**src/rtl/bbhr_pkg.sv**
```systemverilog
// Types, constants and codes shared by the history ring modules
`default_nettype none

package bbhr_pkg;

    localparam int SLOTS   = 32;
    localparam int SLOT_W  = $clog2(SLOTS);
    localparam int CNT_W   = 6;
    localparam int BYTES_W = 32;
    localparam int TAG_W   = 16;
    localparam int TOTAL_W = 37;
    localparam int RANK_W  = 5;
    localparam int DELTA_W = 32;
    localparam int STEP_W  = $clog2(DELTA_W);
    localparam int OP_W    = 2;
    localparam int DEPTH_W = 8;
    localparam int ADDR_W  = 3;
    localparam int DATA_W  = 32;

    localparam logic REG_ENTRY_LIMIT = 1'b0;
    localparam logic REG_BYTE_BUDGET = 1'b1;

    localparam logic [DEPTH_W-1:0] ENTRY_LIMIT_RST = 8'd32;
    localparam logic [BYTES_W-1:0] BYTE_BUDGET_RST = 32'd1048576;

    typedef enum logic [OP_W-1:0] {
        OP_PUSH  = 2'd0,
        OP_START = 2'd1,
        OP_CYCLE = 2'd2,
        OP_READ  = 2'd3
    } t_op;

    typedef enum logic [3:0] {
        ST_IDLE,
        ST_DISPATCH,
        ST_PRE_CHK,
        ST_EV_RD,
        ST_EV_SUB,
        ST_WRITE,
        ST_POST_CHK,
        ST_DIV,
        ST_COMBINE,
        ST_MEM_RD,
        ST_DONE
    } t_state;

    typedef enum logic [1:0] {
        RES_FAIL,
        RES_PUSH,
        RES_MEM
    } t_res;

    typedef enum logic [1:0] {
        RD_OLDEST,
        RD_HEAD,
        RD_RANK,
        RD_BROWSE
    } t_rd_sel;

    typedef struct packed {
        logic [DEPTH_W-1:0] entry_limit;
        logic [BYTES_W-1:0] byte_budget;
    } t_cfg;

    typedef struct packed {
        logic    accept;
        logic    browse_end;
        logic    browse_start;
        logic    rd;
        t_rd_sel rd_sel;
        logic    evict;
        logic    push_write;
        logic    div_start;
        logic    div_step;
        logic    combine;
        logic    load_out;
        t_res    kind;
    } t_cmd;

    typedef struct packed {
        t_op  op;
        logic count_zero;
        logic browse_live;
        logic rank_ok;
        logic depth_zero;
        logic at_depth;
        logic post_evict;
        logic div_last;
        logic out_hold;
    } t_status;

endpackage

`default_nettype wire

```
**src/rtl/bbhr_regs.sv**
```systemverilog
// Configuration register file behind the APB-style port
`default_nettype none

module bbhr_regs (
    input  wire logic                        i_clk,
    input  wire logic                        i_rst_n,
    input  wire logic                        psel,
    input  wire logic                        penable,
    input  wire logic                        pwrite,
    input  wire logic [bbhr_pkg::ADDR_W-1:0] paddr,
    input  wire logic [bbhr_pkg::DATA_W-1:0] pwdata,
    output logic      [bbhr_pkg::DATA_W-1:0] prdata,
    output logic                             pready,
    output bbhr_pkg::t_cfg                   o_cfg
);
    import bbhr_pkg::*;

    logic [DEPTH_W-1:0] r_entry_limit;
    logic [BYTES_W-1:0] r_byte_budget;
    logic               wr_en;
    logic               reg_idx;

    assign pready  = 1'b1;
    assign reg_idx = paddr[2];
    assign wr_en   = psel && penable && pwrite && pready;

    always_ff @(posedge i_clk) begin
        if (!i_rst_n) begin
            r_entry_limit <= ENTRY_LIMIT_RST;
            r_byte_budget <= BYTE_BUDGET_RST;
        end else if (wr_en) begin
            unique case (reg_idx)
                REG_ENTRY_LIMIT: r_entry_limit <= pwdata[DEPTH_W-1:0];
                REG_BYTE_BUDGET: r_byte_budget <= pwdata[BYTES_W-1:0];
                default:         r_entry_limit <= r_entry_limit;
            endcase
        end
    end

    always_comb begin
        unique case (reg_idx)
            REG_ENTRY_LIMIT: prdata = {{(DATA_W-DEPTH_W){1'b0}}, r_entry_limit};
            REG_BYTE_BUDGET: prdata = r_byte_budget;
            default:         prdata = '0;
        endcase
    end

    assign o_cfg.entry_limit = r_entry_limit;
    assign o_cfg.byte_budget = r_byte_budget;

endmodule

`default_nettype wire

```
**src/rtl/bbhr_ctrl.sv**
```systemverilog
// Sequencer that steps each item through the ring datapath
`default_nettype none

module bbhr_ctrl (
    input  wire logic              i_clk,
    input  wire logic              i_rst_n,
    input  wire logic              i_in_valid,
    output logic                   o_in_stall,
    input  bbhr_pkg::t_status      i_status,
    output bbhr_pkg::t_cmd         o_cmd
);
    import bbhr_pkg::*;

    t_state r_state, n_state;
    t_res   r_kind,  n_kind;
    logic   r_post,  n_post;

    always_ff @(posedge i_clk) begin
        if (!i_rst_n) begin
            r_state <= ST_IDLE;
            r_kind  <= RES_FAIL;
            r_post  <= 1'b0;
        end else begin
            r_state <= n_state;
            r_kind  <= n_kind;
            r_post  <= n_post;
        end
    end

    assign o_in_stall = (r_state != ST_IDLE);

    always_comb begin
        n_state      = r_state;
        n_kind       = r_kind;
        n_post       = r_post;
        o_cmd        = '0;
        o_cmd.rd_sel = RD_HEAD;
        o_cmd.kind   = r_kind;
        unique case (r_state)
            ST_IDLE: begin
                if (i_in_valid) begin
                    o_cmd.accept = 1'b1;
                    n_state      = ST_DISPATCH;
                end
            end
            ST_DISPATCH: begin
                unique case (i_status.op)
                    OP_PUSH: begin
                        o_cmd.browse_end = 1'b1;
                        n_post           = 1'b0;
                        n_state          = ST_PRE_CHK;
                    end
                    OP_START: begin
                        if (!i_status.count_zero) begin
                            o_cmd.browse_start = 1'b1;
                            o_cmd.rd           = 1'b1;
                            o_cmd.rd_sel       = RD_HEAD;
                            n_kind             = RES_MEM;
                        end else begin
                            n_kind = RES_FAIL;
                        end
                        n_state = ST_DONE;
                    end
                    OP_CYCLE: begin
                        if (i_status.browse_live && !i_status.count_zero) begin
                            o_cmd.div_start = 1'b1;
                            n_state         = ST_DIV;
                        end else begin
                            n_kind  = RES_FAIL;
                            n_state = ST_DONE;
                        end
                    end
                    OP_READ: begin
                        if (i_status.rank_ok) begin
                            o_cmd.rd     = 1'b1;
                            o_cmd.rd_sel = RD_RANK;
                            n_kind       = RES_MEM;
                        end else begin
                            n_kind = RES_FAIL;
                        end
                        n_state = ST_DONE;
                    end
                    default: n_state = ST_DONE;
                endcase
            end
            ST_PRE_CHK: begin
                priority if (i_status.depth_zero) begin
                    n_kind  = RES_FAIL;
                    n_state = ST_DONE;
                end else if (i_status.at_depth) begin
                    n_state = ST_EV_RD;
                end else begin
                    n_state = ST_WRITE;
                end
            end
            ST_EV_RD: begin
                o_cmd.rd     = 1'b1;
                o_cmd.rd_sel = RD_OLDEST;
                n_state      = ST_EV_SUB;
            end
            ST_EV_SUB: begin
                o_cmd.evict = 1'b1;
                n_state     = r_post ? ST_POST_CHK : ST_PRE_CHK;
            end
            ST_WRITE: begin
                o_cmd.push_write = 1'b1;
                n_post           = 1'b1;
                n_state          = ST_POST_CHK;
            end
            ST_POST_CHK: begin
                if (i_status.post_evict) begin
                    n_state = ST_EV_RD;
                end else begin
                    n_kind  = RES_PUSH;
                    n_state = ST_DONE;
                end
            end
            ST_DIV: begin
                o_cmd.div_step = 1'b1;
                if (i_status.div_last) begin
                    n_state = ST_COMBINE;
                end
            end
            ST_COMBINE: begin
                o_cmd.combine = 1'b1;
                n_state       = ST_MEM_RD;
            end
            ST_MEM_RD: begin
                o_cmd.rd     = 1'b1;
                o_cmd.rd_sel = RD_BROWSE;
                n_kind       = RES_MEM;
                n_state      = ST_DONE;
            end
            ST_DONE: begin
                // hold until the result register is free
                if (!i_status.out_hold) begin
                    o_cmd.load_out = 1'b1;
                    n_state        = ST_IDLE;
                end
            end
            default: n_state = ST_IDLE;
        endcase
    end

endmodule

`default_nettype wire

```
**src/rtl/bbhr_dp.sv**
```systemverilog
// Ring datapath: slot memory, counters, byte total, rank divider, result register
`default_nettype none

module bbhr_dp (
    input  wire logic                          i_clk,
    input  wire logic                          i_rst_n,
    input  bbhr_pkg::t_cfg                     i_cfg,
    input  bbhr_pkg::t_cmd                     i_cmd,
    output bbhr_pkg::t_status                  o_status,
    input  wire logic [bbhr_pkg::OP_W-1:0]     i_op,
    input  wire logic [bbhr_pkg::BYTES_W-1:0]  i_entry_bytes,
    input  wire logic [bbhr_pkg::TAG_W-1:0]    i_entry_tag,
    input  wire logic signed [bbhr_pkg::DELTA_W-1:0] i_delta,
    input  wire logic [bbhr_pkg::RANK_W-1:0]   i_rank,
    input  wire logic                          i_out_stall,
    output logic                               o_out_valid,
    output logic                               o_ok,
    output logic      [bbhr_pkg::TAG_W-1:0]    o_out_tag,
    output logic      [bbhr_pkg::BYTES_W-1:0]  o_out_bytes,
    output logic      [bbhr_pkg::CNT_W-1:0]    o_entry_count,
    output logic      [bbhr_pkg::TOTAL_W-1:0]  o_held_bytes,
    output logic      [bbhr_pkg::CNT_W-1:0]    o_evicted,
    output logic      [bbhr_pkg::RANK_W-1:0]   o_out_rank
);
    import bbhr_pkg::*;

    // latched item
    t_op                        r_op;
    logic [BYTES_W-1:0]         r_eb;
    logic [TAG_W-1:0]           r_et;
    logic signed [DELTA_W-1:0]  r_delta;
    logic [RANK_W-1:0]          r_rk;

    // ring state
    logic [SLOT_W-1:0]          r_head;
    logic [CNT_W-1:0]           r_count;
    logic [TOTAL_W-1:0]         r_total;
    logic                       r_browse_live;
    logic [SLOT_W-1:0]          r_browse_slot;
    logic [CNT_W-1:0]           r_evicted;
    logic [RANK_W-1:0]          r_res_rank;

    // slot memory
    logic [BYTES_W-1:0]         r_slot_bytes [SLOTS];
    logic [TAG_W-1:0]           r_slot_tag   [SLOTS];
    logic [BYTES_W-1:0]         r_rd_bytes;
    logic [TAG_W-1:0]           r_rd_tag;

    // rank divider
    logic [CNT_W-1:0]           r_rem;
    logic [DELTA_W-1:0]         r_dvd;
    logic [STEP_W-1:0]          r_step;
    logic                       r_neg;
    logic [SLOT_W-1:0]          r_cur;

    // result register
    logic                       r_out_valid;
    logic                       r_o_ok;
    logic [TAG_W-1:0]           r_o_tag;
    logic [BYTES_W-1:0]         r_o_bytes;
    logic [CNT_W-1:0]           r_o_count;
    logic [TOTAL_W-1:0]         r_o_total;
    logic [CNT_W-1:0]           r_o_evicted;
    logic [RANK_W-1:0]          r_o_rank;

    logic [CNT_W-1:0]           depth_clamp;
    logic [SLOT_W-1:0]          oldest_slot;
    logic [SLOT_W-1:0]          rank_slot;
    logic [SLOT_W-1:0]          push_slot;
    logic [SLOT_W-1:0]          rd_addr;
    logic [SLOT_W-1:0]          cur_raw;
    logic [SLOT_W-1:0]          cur_start;
    logic [DELTA_W-1:0]         delta_u;
    logic [DELTA_W-1:0]         delta_mag;
    logic [CNT_W:0]             trial;
    logic [CNT_W:0]             trial_sub;
    logic [CNT_W:0]             comb_sum;
    logic [CNT_W:0]             comb_r;
    logic [SLOT_W-1:0]          new_rank;

    assign depth_clamp = (i_cfg.entry_limit > DEPTH_W'(SLOTS)) ? CNT_W'(SLOTS)
                                                             : i_cfg.entry_limit[CNT_W-1:0];
    assign oldest_slot = r_head - r_count[SLOT_W-1:0] + SLOT_W'(1);
    assign rank_slot   = r_head - r_rk;
    assign push_slot   = (r_count == '0) ? r_head : r_head + SLOT_W'(1);

    always_comb begin
        unique case (i_cmd.rd_sel)
            RD_OLDEST: rd_addr = oldest_slot;
            RD_HEAD:   rd_addr = r_head;
            RD_RANK:   rd_addr = rank_slot;
            RD_BROWSE: rd_addr = r_browse_slot;
            default:   rd_addr = r_head;
        endcase
    end

    // starting rank of the browse pointer; a stale pointer restarts at the newest
    assign cur_raw   = r_head - r_browse_slot;
    assign cur_start = ({1'b0, cur_raw} >= r_count) ? '0 : cur_raw;
    assign delta_u   = r_delta;
    assign delta_mag = r_delta[DELTA_W-1] ? (~delta_u + DELTA_W'(1)) : delta_u;

    // one restoring step of |delta| mod count
    assign trial     = {r_rem, r_dvd[DELTA_W-1]};
    assign trial_sub = trial - {1'b0, r_count};

    // fold the remainder into the current rank
    always_comb begin
        comb_sum = '0;
        if (!r_neg) begin
            comb_sum = {2'b00, r_cur} + {1'b0, r_rem};
            comb_r   = (comb_sum >= {1'b0, r_count}) ? comb_sum - {1'b0, r_count}
                                                     : comb_sum;
        end else if ({2'b00, r_cur} >= {1'b0, r_rem}) begin
            comb_r = {2'b00, r_cur} - {1'b0, r_rem};
        end else begin
            comb_r = {2'b00, r_cur} + {1'b0, r_count} - {1'b0, r_rem};
        end
    end
    assign new_rank = comb_r[SLOT_W-1:0];

    always_ff @(posedge i_clk) begin
        if (i_cmd.accept) begin
            r_op    <= t_op'(i_op);
            r_eb    <= i_entry_bytes;
            r_et    <= i_entry_tag;
            r_delta <= i_delta;
            r_rk    <= i_rank;
        end
    end

    always_ff @(posedge i_clk) begin
        if (i_cmd.push_write) begin
            r_slot_bytes[push_slot] <= r_eb;
            r_slot_tag[push_slot]   <= r_et;
        end
        if (i_cmd.rd) begin
            r_rd_bytes <= r_slot_bytes[rd_addr];
            r_rd_tag   <= r_slot_tag[rd_addr];
        end
    end

    always_ff @(posedge i_clk) begin
        if (!i_rst_n) begin
            r_head        <= '0;
            r_count       <= '0;
            r_total       <= '0;
            r_browse_live <= 1'b0;
            r_browse_slot <= '0;
        end else begin
            if (i_cmd.push_write) begin
                r_head  <= push_slot;
                r_count <= r_count + CNT_W'(1);
                r_total <= r_total + TOTAL_W'(r_eb);
            end else if (i_cmd.evict) begin
                r_count <= r_count - CNT_W'(1);
                r_total <= r_total - TOTAL_W'(r_rd_bytes);
            end
            if (i_cmd.browse_end) begin
                r_browse_live <= 1'b0;
            end else if (i_cmd.browse_start) begin
                r_browse_live <= 1'b1;
                r_browse_slot <= r_head;
            end else if (i_cmd.combine) begin
                r_browse_slot <= r_head - new_rank;
            end
        end
    end

    always_ff @(posedge i_clk) begin
        if (i_cmd.accept) begin
            r_evicted <= '0;
        end else if (i_cmd.evict) begin
            r_evicted <= r_evicted + CNT_W'(1);
        end
        if (i_cmd.browse_start) begin
            r_res_rank <= '0;
        end else if (i_cmd.combine) begin
            r_res_rank <= new_rank;
        end else if (i_cmd.rd && i_cmd.rd_sel == RD_RANK) begin
            r_res_rank <= r_rk;
        end
        if (i_cmd.div_start) begin
            r_rem  <= '0;
            r_dvd  <= delta_mag;
            r_step <= '0;
            r_neg  <= r_delta[DELTA_W-1];
            r_cur  <= cur_start;
        end else if (i_cmd.div_step) begin
            r_rem  <= trial_sub[CNT_W] ? trial[CNT_W-1:0] : trial_sub[CNT_W-1:0];
            r_dvd  <= {r_dvd[DELTA_W-2:0], 1'b0};
            r_step <= r_step + STEP_W'(1);
        end
    end

    always_ff @(posedge i_clk) begin
        if (!i_rst_n) begin
            r_out_valid <= 1'b0;
        end else if (i_cmd.load_out) begin
            r_out_valid <= 1'b1;
        end else if (!i_out_stall) begin
            r_out_valid <= 1'b0;
        end
    end

    always_ff @(posedge i_clk) begin
        if (i_cmd.load_out) begin
            r_o_count   <= r_count;
            r_o_total   <= r_total;
            r_o_evicted <= r_evicted;
            unique case (i_cmd.kind)
                RES_PUSH: begin
                    r_o_ok    <= 1'b1;
                    r_o_tag   <= r_et;
                    r_o_bytes <= r_eb;
                    r_o_rank  <= '0;
                end
                RES_MEM: begin
                    r_o_ok    <= 1'b1;
                    r_o_tag   <= r_rd_tag;
                    r_o_bytes <= r_rd_bytes;
                    r_o_rank  <= r_res_rank;
                end
                default: begin
                    r_o_ok    <= 1'b0;
                    r_o_tag   <= '0;
                    r_o_bytes <= '0;
                    r_o_rank  <= '0;
                end
            endcase
        end
    end

    assign o_status.op          = r_op;
    assign o_status.count_zero  = (r_count == '0);
    assign o_status.browse_live = r_browse_live;
    assign o_status.rank_ok     = ({1'b0, r_rk} < r_count);
    assign o_status.depth_zero  = (depth_clamp == '0);
    assign o_status.at_depth    = (r_count >= depth_clamp);
    assign o_status.post_evict  = (r_count > CNT_W'(1))
                                  && ((r_eb > i_cfg.byte_budget)
                                      || (r_total > TOTAL_W'(i_cfg.byte_budget)));
    assign o_status.div_last    = (r_step == STEP_W'(DELTA_W - 1));
    assign o_status.out_hold    = r_out_valid && i_out_stall;

    assign o_out_valid   = r_out_valid;
    assign o_ok          = r_o_ok;
    assign o_out_tag     = r_o_tag;
    assign o_out_bytes   = r_o_bytes;
    assign o_entry_count = r_o_count;
    assign o_held_bytes  = r_o_total;
    assign o_evicted     = r_o_evicted;
    assign o_out_rank    = r_o_rank;

endmodule

`default_nettype wire

```
**src/rtl/byte_budget_history_ring.sv**
```systemverilog
// Push runs dispatch, depth check (refused at depth zero), write, budget check, and a read and a
// subtract per evicted entry. Start browse and read rank read the slot in dispatch. Cycle browse
// runs the one-bit-a-step remainder, folds it into the rank and reads the slot. One item at a
// time; the next is taken once the result is registered, a stalled result holds the sequencer.
// Reset (synchronous, active low) empties the ring, ends browse, restores the registers.
// Top level of the byte-budgeted history ring
`default_nettype none

module byte_budget_history_ring (
    input  wire logic                          i_clk,
    input  wire logic                          i_rst_n,
    input  wire logic                          psel,
    input  wire logic                          penable,
    input  wire logic                          pwrite,
    input  wire logic [bbhr_pkg::ADDR_W-1:0]   paddr,
    input  wire logic [bbhr_pkg::DATA_W-1:0]   pwdata,
    output logic      [bbhr_pkg::DATA_W-1:0]   prdata,
    output logic                               pready,
    input  wire logic                          i_in_valid,
    output logic                               o_in_stall,
    input  wire logic [bbhr_pkg::OP_W-1:0]     i_op,
    input  wire logic [bbhr_pkg::BYTES_W-1:0]  i_entry_bytes,
    input  wire logic [bbhr_pkg::TAG_W-1:0]    i_entry_tag,
    input  wire logic signed [bbhr_pkg::DELTA_W-1:0] i_delta,
    input  wire logic [bbhr_pkg::RANK_W-1:0]   i_rank,
    output logic                               o_out_valid,
    input  wire logic                          i_out_stall,
    output logic                               o_ok,
    output logic      [bbhr_pkg::TAG_W-1:0]    o_out_tag,
    output logic      [bbhr_pkg::BYTES_W-1:0]  o_out_bytes,
    output logic      [bbhr_pkg::CNT_W-1:0]    o_entry_count,
    output logic      [bbhr_pkg::TOTAL_W-1:0]  o_held_bytes,
    output logic      [bbhr_pkg::CNT_W-1:0]    o_evicted,
    output logic      [bbhr_pkg::RANK_W-1:0]   o_out_rank
);
    import bbhr_pkg::*;

    t_cfg    cfg;
    t_cmd    cmd;
    t_status status;

    bbhr_regs u_regs (
        .i_clk   (i_clk),
        .i_rst_n (i_rst_n),
        .psel    (psel),
        .penable (penable),
        .pwrite  (pwrite),
        .paddr   (paddr),
        .pwdata  (pwdata),
        .prdata  (prdata),
        .pready  (pready),
        .o_cfg   (cfg)
    );

    bbhr_ctrl u_ctrl (
        .i_clk      (i_clk),
        .i_rst_n    (i_rst_n),
        .i_in_valid (i_in_valid),
        .o_in_stall (o_in_stall),
        .i_status   (status),
        .o_cmd      (cmd)
    );

    bbhr_dp u_dp (
        .i_clk         (i_clk),
        .i_rst_n       (i_rst_n),
        .i_cfg         (cfg),
        .i_cmd         (cmd),
        .o_status      (status),
        .i_op          (i_op),
        .i_entry_bytes (i_entry_bytes),
        .i_entry_tag   (i_entry_tag),
        .i_delta       (i_delta),
        .i_rank        (i_rank),
        .i_out_stall   (i_out_stall),
        .o_out_valid   (o_out_valid),
        .o_ok          (o_ok),
        .o_out_tag     (o_out_tag),
        .o_out_bytes   (o_out_bytes),
        .o_entry_count (o_entry_count),
        .o_held_bytes  (o_held_bytes),
        .o_evicted     (o_evicted),
        .o_out_rank    (o_out_rank)
    );

endmodule

`default_nettype wire

```
**config.mk**
```make
export PLATFORM = sky130hd
export DESIGN_NAME = byte_budget_history_ring
export DESIGN_NICKNAME = d
export VERILOG_FILES = /design/src/rtl/bbhr_pkg.sv /design/src/rtl/bbhr_regs.sv /design/src/rtl/bbhr_ctrl.sv /design/src/rtl/bbhr_dp.sv /design/src/rtl/byte_budget_history_ring.sv
export SDC_FILE = /design/constraint.sdc
export NUM_CORES = 2
export LEC_CHECK = 0
export BUFFER_PORTS_ARGS = -buffer_cell sky130_fd_sc_hd__buf_4
export CAP_MARGIN = 0
export CORE_ASPECT_RATIO = 1.5
export CORE_MARGIN = 2
export CORE_UTILIZATION = 50
export DETAILED_ROUTE_END_ITERATION = 8
export GPL_ROUTABILITY_DRIVEN = 0
export PLACE_DENSITY = 0.67
export SLEW_MARGIN = 20
export SYNTH_ARGS = -nofsm -noshare
export SYNTH_HDL_FRONTEND = slang
export SYNTH_SLANG_ARGS = --single-unit
```
**constraint.sdc**
```tcl
create_clock -name i_clk -period 7 [get_ports i_clk]
set_input_delay 1.05 -clock i_clk [delete_from_list [all_inputs] [get_ports i_clk]]
set_output_delay 1.05 -clock i_clk [all_outputs]
set_load 0.01 [all_outputs]
```
; Word-level counts from Yosys, hierarchy flattened
; Memories as Yosys holds them, arrays and structs flattened. A register that Yosys moved wholly into a read port is not among the register bits.
; Index checks and enable logic that the tools add are counted.
[totals]
ff_bits = 352
ram_bits = 1536
inputBits = 129
mem_count = 2
out_inout_bits = 138
wordCells = 184
[op_classes]
eq_ne = 28
n_reduce_logical = 29
bitwise = 4
addsub = 19
muxes = 63
n_lt_le_gt_ge = 9
[mem_list]
columns = name, words, word_bits, read_ports, rd_clocked_by_memory_dff, write_ports, line
row1 = u_dp.r_slot_bytes, 32, 32, 1, 1, 1, bbhr_dp.sv:44  ; logic [BYTES_W-1:0] r_slot_bytes [SLOTS];
row2 = u_dp.r_slot_tag, 32, 16, 1, 1, 1, bbhr_dp.sv:45  ; logic [TAG_W-1:0] r_slot_tag [SLOTS];
[ops]
columns = cell, n
row1 = case mux 32 bit (2 select lines), 2
row2 = two-way mux 32 bit, 3
row3 = two-way mux 37 bit, 2
row4 = case mux 4 bit (11 select lines), 1
row5 = two-way mux 5 bit, 8
row6 = adder 37 x 32 -> 37 bit, 1
row7 = greater-than comparator 37 x 32 -> 1 bit, 1
row8 = subtractor 37 x 32 -> 37 bit, 1
row9 = subtractor 5 bit, 7
row10 = adder 32 x 1 -> 32 bit (second input constant), 1
row11 = greater-than comparator 32 bit, 1
row12 = NOT 32 bit, 1
row13 = case mux 16 bit (2 select lines), 1
row14 = two-way mux 4 bit, 7
row15 = two-way mux 6 bit, 4
row16 = case mux 5 bit (4 select lines), 1
row17 = two-way mux 1 bit, 19
row18 = equality test 4 x 3 -> 1 bit (second input constant), 4
row19 = adder 5 x 1 -> 5 bit (second input constant), 3
row20 = adder 6 x 1 -> 6 bit (second input constant), 2
row21 = equality test 4 bit (second input constant), 3
row22 = >= comparator 5 x 6 -> 1 bit, 2
row23 = logical NOT 6 bit, 2
row24 = two-way mux 2 bit, 6
row25 = 37 further kinds, 69

; Depth between registers and ports, before layout
[logic_depth]
word_depth = 8
ltp_mapped = 24
depth_no_buf = 24

; Hierarchy
; A second synthesis with hierarchy kept.
[hier_totals]
hier_cells = 4738
hier_area_um2 = 81615.8
[modules_own_cells]
columns = mod, seq_area_each_um2, cells_per_inst, area_per_inst_um2, instances
row1 = bbhr_dp, 55953.7, 4431, 78972.0, 1
row2 = bbhr_regs, 800.8, 205, 1874.3, 1
row3 = bbhr_ctrl, 140.1, 102, 769.5, 1

; Worst setup path after synthesis
; OpenSTA, ideal clock, no wires.
[synth_path]
path_type = input-to-reg
startpoint = input port i_out_stall
endpoint = register u_dp.r_o_count[0] (netlist: u_dp.o_entry_count[0]), enable pin
t_required_ns = 6.402
path_stages = 1
path_buffers = 0
slack_ns = 0.361
arrival_ns = 6.040
setup_time_ns = 0.598
cell_sequence = a21oi_1
[synth_via]
elab_chain_cells = 3
[synth_lines]
columns = item, line
row1 = start: declaration, byte_budget_history_ring.sv:27  ; input wire logic i_out_stall,
row2 = logical AND 1 bit, bbhr_dp.sv:244  ; assign o_status.out_hold = r_out_valid && i_out_stall;
row3 = two-way mux 1 bit, bbhr_ctrl.sv:136  ; if (!i_status.out_hold) begin
row4 = two-way mux 1 bit, bbhr_ctrl.sv:39  ; unique case (r_state)
row5 = end signal: assignment, bbhr_dp.sv:208  ; r_o_count <= r_count;
row6 = end: declaration, bbhr_dp.sv:61  ; logic [CNT_W-1:0] r_o_count;
; Every way passes these cells.
; A chain may end at the register's enable or synchronous reset.

; Worst setup path in the final report
[layout_path]
startpoint = register u_dp.r_rd_bytes[3] (read register of u_dp.r_slot_bytes)
endpoint = register u_dp.r_total[35]
[layout_via]
elab_chain_cells = 3
[layout_lines]
columns = item, line
row1 = start: declaration, bbhr_dp.sv:46  ; logic [BYTES_W-1:0] r_rd_bytes;
row2 = subtractor 37 x 32 -> 37 bit, bbhr_dp.sv:157  ; r_total <= r_total - TOTAL_W'(r_rd_bytes);
row3 = two-way mux 37 bit, bbhr_dp.sv:155  ; end else if (i_cmd.evict) begin
row4 = two-way mux 37 bit, bbhr_dp.sv:151  ; if (i_cmd.push_write) begin
row5 = end signal: assignment, bbhr_dp.sv:154  ; r_total <= r_total + TOTAL_W'(r_eb);
row6 = end signal: assignment, bbhr_dp.sv:157
row7 = end: declaration, bbhr_dp.sv:37  ; logic [TOTAL_W-1:0] r_total;
; Every way passes these cells. The select of a mux whose other input is x is not followed.

==> metrics.md <==
| Metric | Value |
|---|---|
| Max Clk Rate | 176.9 MHz |
| Drt via density | 5.875 |
| Max VDD drop | 0.0002523 V |
| Max Slew Vio Count | 0 |
| HPWL Detailed | 123700 um |
| Share of flip-flops with an asynchronous set or reset | 0% |
| Synth Register Bits | 1936 |
| Area Overhead vs Synth | 13.79% |
| IO buf count | 263 |
| Fill count | 12830 |
| Most frequent cell after synthesis | edfxtp_1 |
| Synth Cell Area | 83040 um^2 |
| CTS tree | done |
| Hold Crit Class | in2reg |
| DIE AREA | 169400 um^2 |
| Hold buffer count at CTS | 0 |
| H-Tree Level Count | 4 |
| GRT Total Usage | 24.94% |
| Setup tns final | 0 ns |
| Max Buffers Root-to-Sink | 3 |
| Core area | 165300 um^2 |
| Reg-to-Reg End | u_dp.r_total[35]$_SDFFE_PN0P_ |
| DIE WIDTH | 336.8 um |
| Dominant cells by area after synthesis | edfxtp_1, mux2i_1, mux2_2 |
| Multi-input gate area | 24830 um^2 |
| Final count of negative-setup-slack endpoints | 0 |
| Worst Setup Path Type | reg2reg |
| Final Hold Fails | 0 |
| HP Start | i_entry_tag[3] |
| Vias | 47160 |
| Top cell type's share of synthesized area | 65.52% |
| DRT Wirelength | 213100 um |
| Final Cycle Share | 80.77% |
| CP startpoint | u_dp.r_rd_bytes[3]$_DFFE_PP_ |
| WL/cell | 26.54 um |
| Drt first pass iters | 5 |
| Max-cap violations | 0 |
| Worst EP arrival | 6.37 ns |
| Drt initial violations | 4023 |
| Met1 Use GR | 31.64% |
| Startpoint type of the worst setup path | flip-flop |
| Highest-delay cell along the critical path | o41ai_1 |
| Die Ht | 503.1 um |
| Endpoint class of the critical path | flip-flop |
| RSZ-0062 raised after global routing | false |
| CP Max Fanout | 8 |
| Commonest cells in the netlist | edfxtp_1, mux2i_1, mux2_2 |
| Register area | 56890 um^2 |
| Placed cell count | 7686 |
| Crit path cell chain | or4_4 > nor4_4 > and2_1 > nand3_1 > or3_1 > nor2_1 > xor2_1 > a21oi_1 > ha_1 > nand4_1 > nor2_1 > a221o_1 > a31o_2 > o41ai_1 > o21ai_0 > o31ai_1 > xor2_1 > o21ai_0 |
| IO Pins | 267 |
| Cells after synthesis | 5321 |
| First-pass GRT wire length | 307300 um |
| Critical Path Sink | u_dp.r_total[35]$_SDFFE_PN0P_ |
| Share of layout cells above drive strength 1 | 19.58% |
| Mapped Avg Cell Area | 15.61 um^2 |
| Clock Skew | 0.04682 ns |
| Clock Latency Late Sink | 0.86 ns |
| Num CTS Buffers | 180 |
| Worst-margin pin slew | 1.222 ns |
| Post-CTS Setup Bufs | 0 |
| Main synth FF type | edfxtp_1 |
| Leakage power | 33.54 nW |
| Largest net degree at the start of global routing | 124 |
| Worst reg2reg path depth | 18 |
| Non-Filler Instances | 8028 |
| Met2 GRT Util | 43.72% |
| Max incr delay on CP | 0.76 ns |
| DRC | 0 |
| Relative slew slack | 18.32% |
| Clock slew at reported path FFs | 0.07 ns |
| Synth Net Count | 5639 |
| Resized cells post-CTS | 0 |
| Vias in the first global route | 46810 |
| Post-route minimum period | 5.654 ns |
| Worst r2r src | u_dp.r_rd_bytes[3]$_DFFE_PP_ |
| EDFF count, synth | 1812 |
| Top Usage Layer GRT | met2 |
| CTS sink count | 1936 |
| WP data required | 7.72 ns |
| Unique masters post-synth | 78 |
| R2R setup slack | 1.35 ns |
| Status | complete, no violations |
| GRT overflow | 0 |
| Antenna violations before repair | 4 |
| Pwr Density | 316.5 nW/um^2 |
| Synth Warn # | 0 |
| Routed Antenna Nets | 0 |
| Clock root cell | clkbuf_16 |
| GR Util met3 | 3.170% |
| Initial core utilization | 50.23% |
| Row count | 183 |
| Part of the Yosys area used for sequential elements | 68.51% |
| Synth area leader | edfxtp_1 |
| Layout Nets | 5976 |
-- area by class of cell --
class	instances	share of cell area [%]
Multi-Input combinational cell	3007	26.28
Timing Repair Buffer	416	3.738
Sequential cell	1936	60.21
Tap cell	2220	2.940
Clock buffer	224	5.062
Antenna cell	2	0.005297
Clock inverter	106	1.296
Inverter	117	0.4648
-- where the power goes --
part / internal (mW) / total (mW) / switching [mW]
Sequential: 13.7 / 14.2 / 0.550
Combinational: 2.16 / 5.66 / 3.50
Clock: 5.67 / 10.0 / 4.34
Total: 21.5 / 29.9 / 8.39
-- sequential cells by signal, indices dropped and copies added, names as in the netlist, 8 cells and up --
signal and cells:
u_dp.r_dvd 32, u_dp.r_slot_tag 512, u_dp.o_out_tag 16, u_dp.o_held_bytes 37, u_dp.r_rd_bytes 32, u_dp.r_et 16, u_dp.r_slot_bytes 1024, u_regs.r_entry_limit 8
u_dp.r_total 37, u_dp.o_out_bytes 32, u_regs.r_byte_budget 32, u_dp.r_rd_tag 16, u_dp.r_eb 32, u_dp.delta_u 32
-- critical path, delay by kind of cell (launching register included) --
kind / cells / cell delay (ns)
XOR/XNOR: 2 / 0.33
flip-flops: 1 / 0.44
AO/OA/AOI/OAI: 7 / 2.11
AND/OR/NAND/NOR: 8 / 2.26
adder cells (fa/ha/maj): 1 / 0.40
-- worst min-delay path by stage --
stage,end,cells after the start
2_1_floorplan,u_dp.o_evicted[5]$_DFFE_PP_,0
4_1_cts,u_dp.r_et[3]$_DFFE_PP_,1
6_report,u_dp.r_et[3]$_DFFE_PP_,1
3_3_place_gp,u_dp.o_evicted[5]$_DFFE_PP_,0
3_5_place_dp,u_dp.o_evicted[5]$_DFFE_PP_,0
5_1_grt,u_dp.r_eb[24]$_DFFE_PP_,1
-- logic make-up (layout without fill, tap and decap cells) --
| kind of cell | count (synthesis) | count (layout) | share of synthesized area [%] |
|---|---|---|---|
| compound gates | 720 | 720 | 5.798 |
| simple gates | 788 | 788 | 4.538 |
| mux | 1174 | 1174 | 14.75 |
| buf+inv | 378 | 863 | 2.011 |
| fa+ha+maj | 189 | 189 | 2.965 |
| other cells | 1 | 3 | 0.004516 |
| xor+xnor | 135 | 135 | 1.424 |
| flops | 1936 | 1936 | 68.51 |
-- layer usage --
metal / routed length [um] / vias up
met2: 107700 / 1635
met5: 0 / -
met1: 85580 / 23920
li1: - / 21220
met4: 7564 / 0
met3: 12240 / 387
-- placed cells by master, fill, tap and decap left out, types with 33 or more instances in the layout --
cell,count
a22oi_1,240
clkinv_1,34
nor2_4,33
mux2_2,392
dfxtp_1,124
inv_1,115
mux2i_1,780
and4_1,54
xor2_1,73
ha_1,174
nor2_1,207
nand2_1,258
clkbuf_16,185
buf_4,382
a21oi_1,166
o21ai_0,102
nand3_1,51
xnor2_1,62
clkbuf_1,36
edfxtp_1,1812
a21o_1,58
-- metrics by stage --
stage                     hold slack (ns)  utilization (%)  setup slack (ns)  cell area [um^2]  power [mW]
after floorplan                    0.4172                -            0.3611             83040       18.15
after global placement             0.4283            53.40             1.316             88270       19.93
after detailed placement           0.4415            53.41             1.379             88300       20.07
after CTS                          0.3295            57.05             1.323             94310       30.00
after global routing               0.3562            57.16             1.080             94490       31.01
final                              0.3854            57.16             1.346             94490       29.91
(Power assumes the default switching activity.)
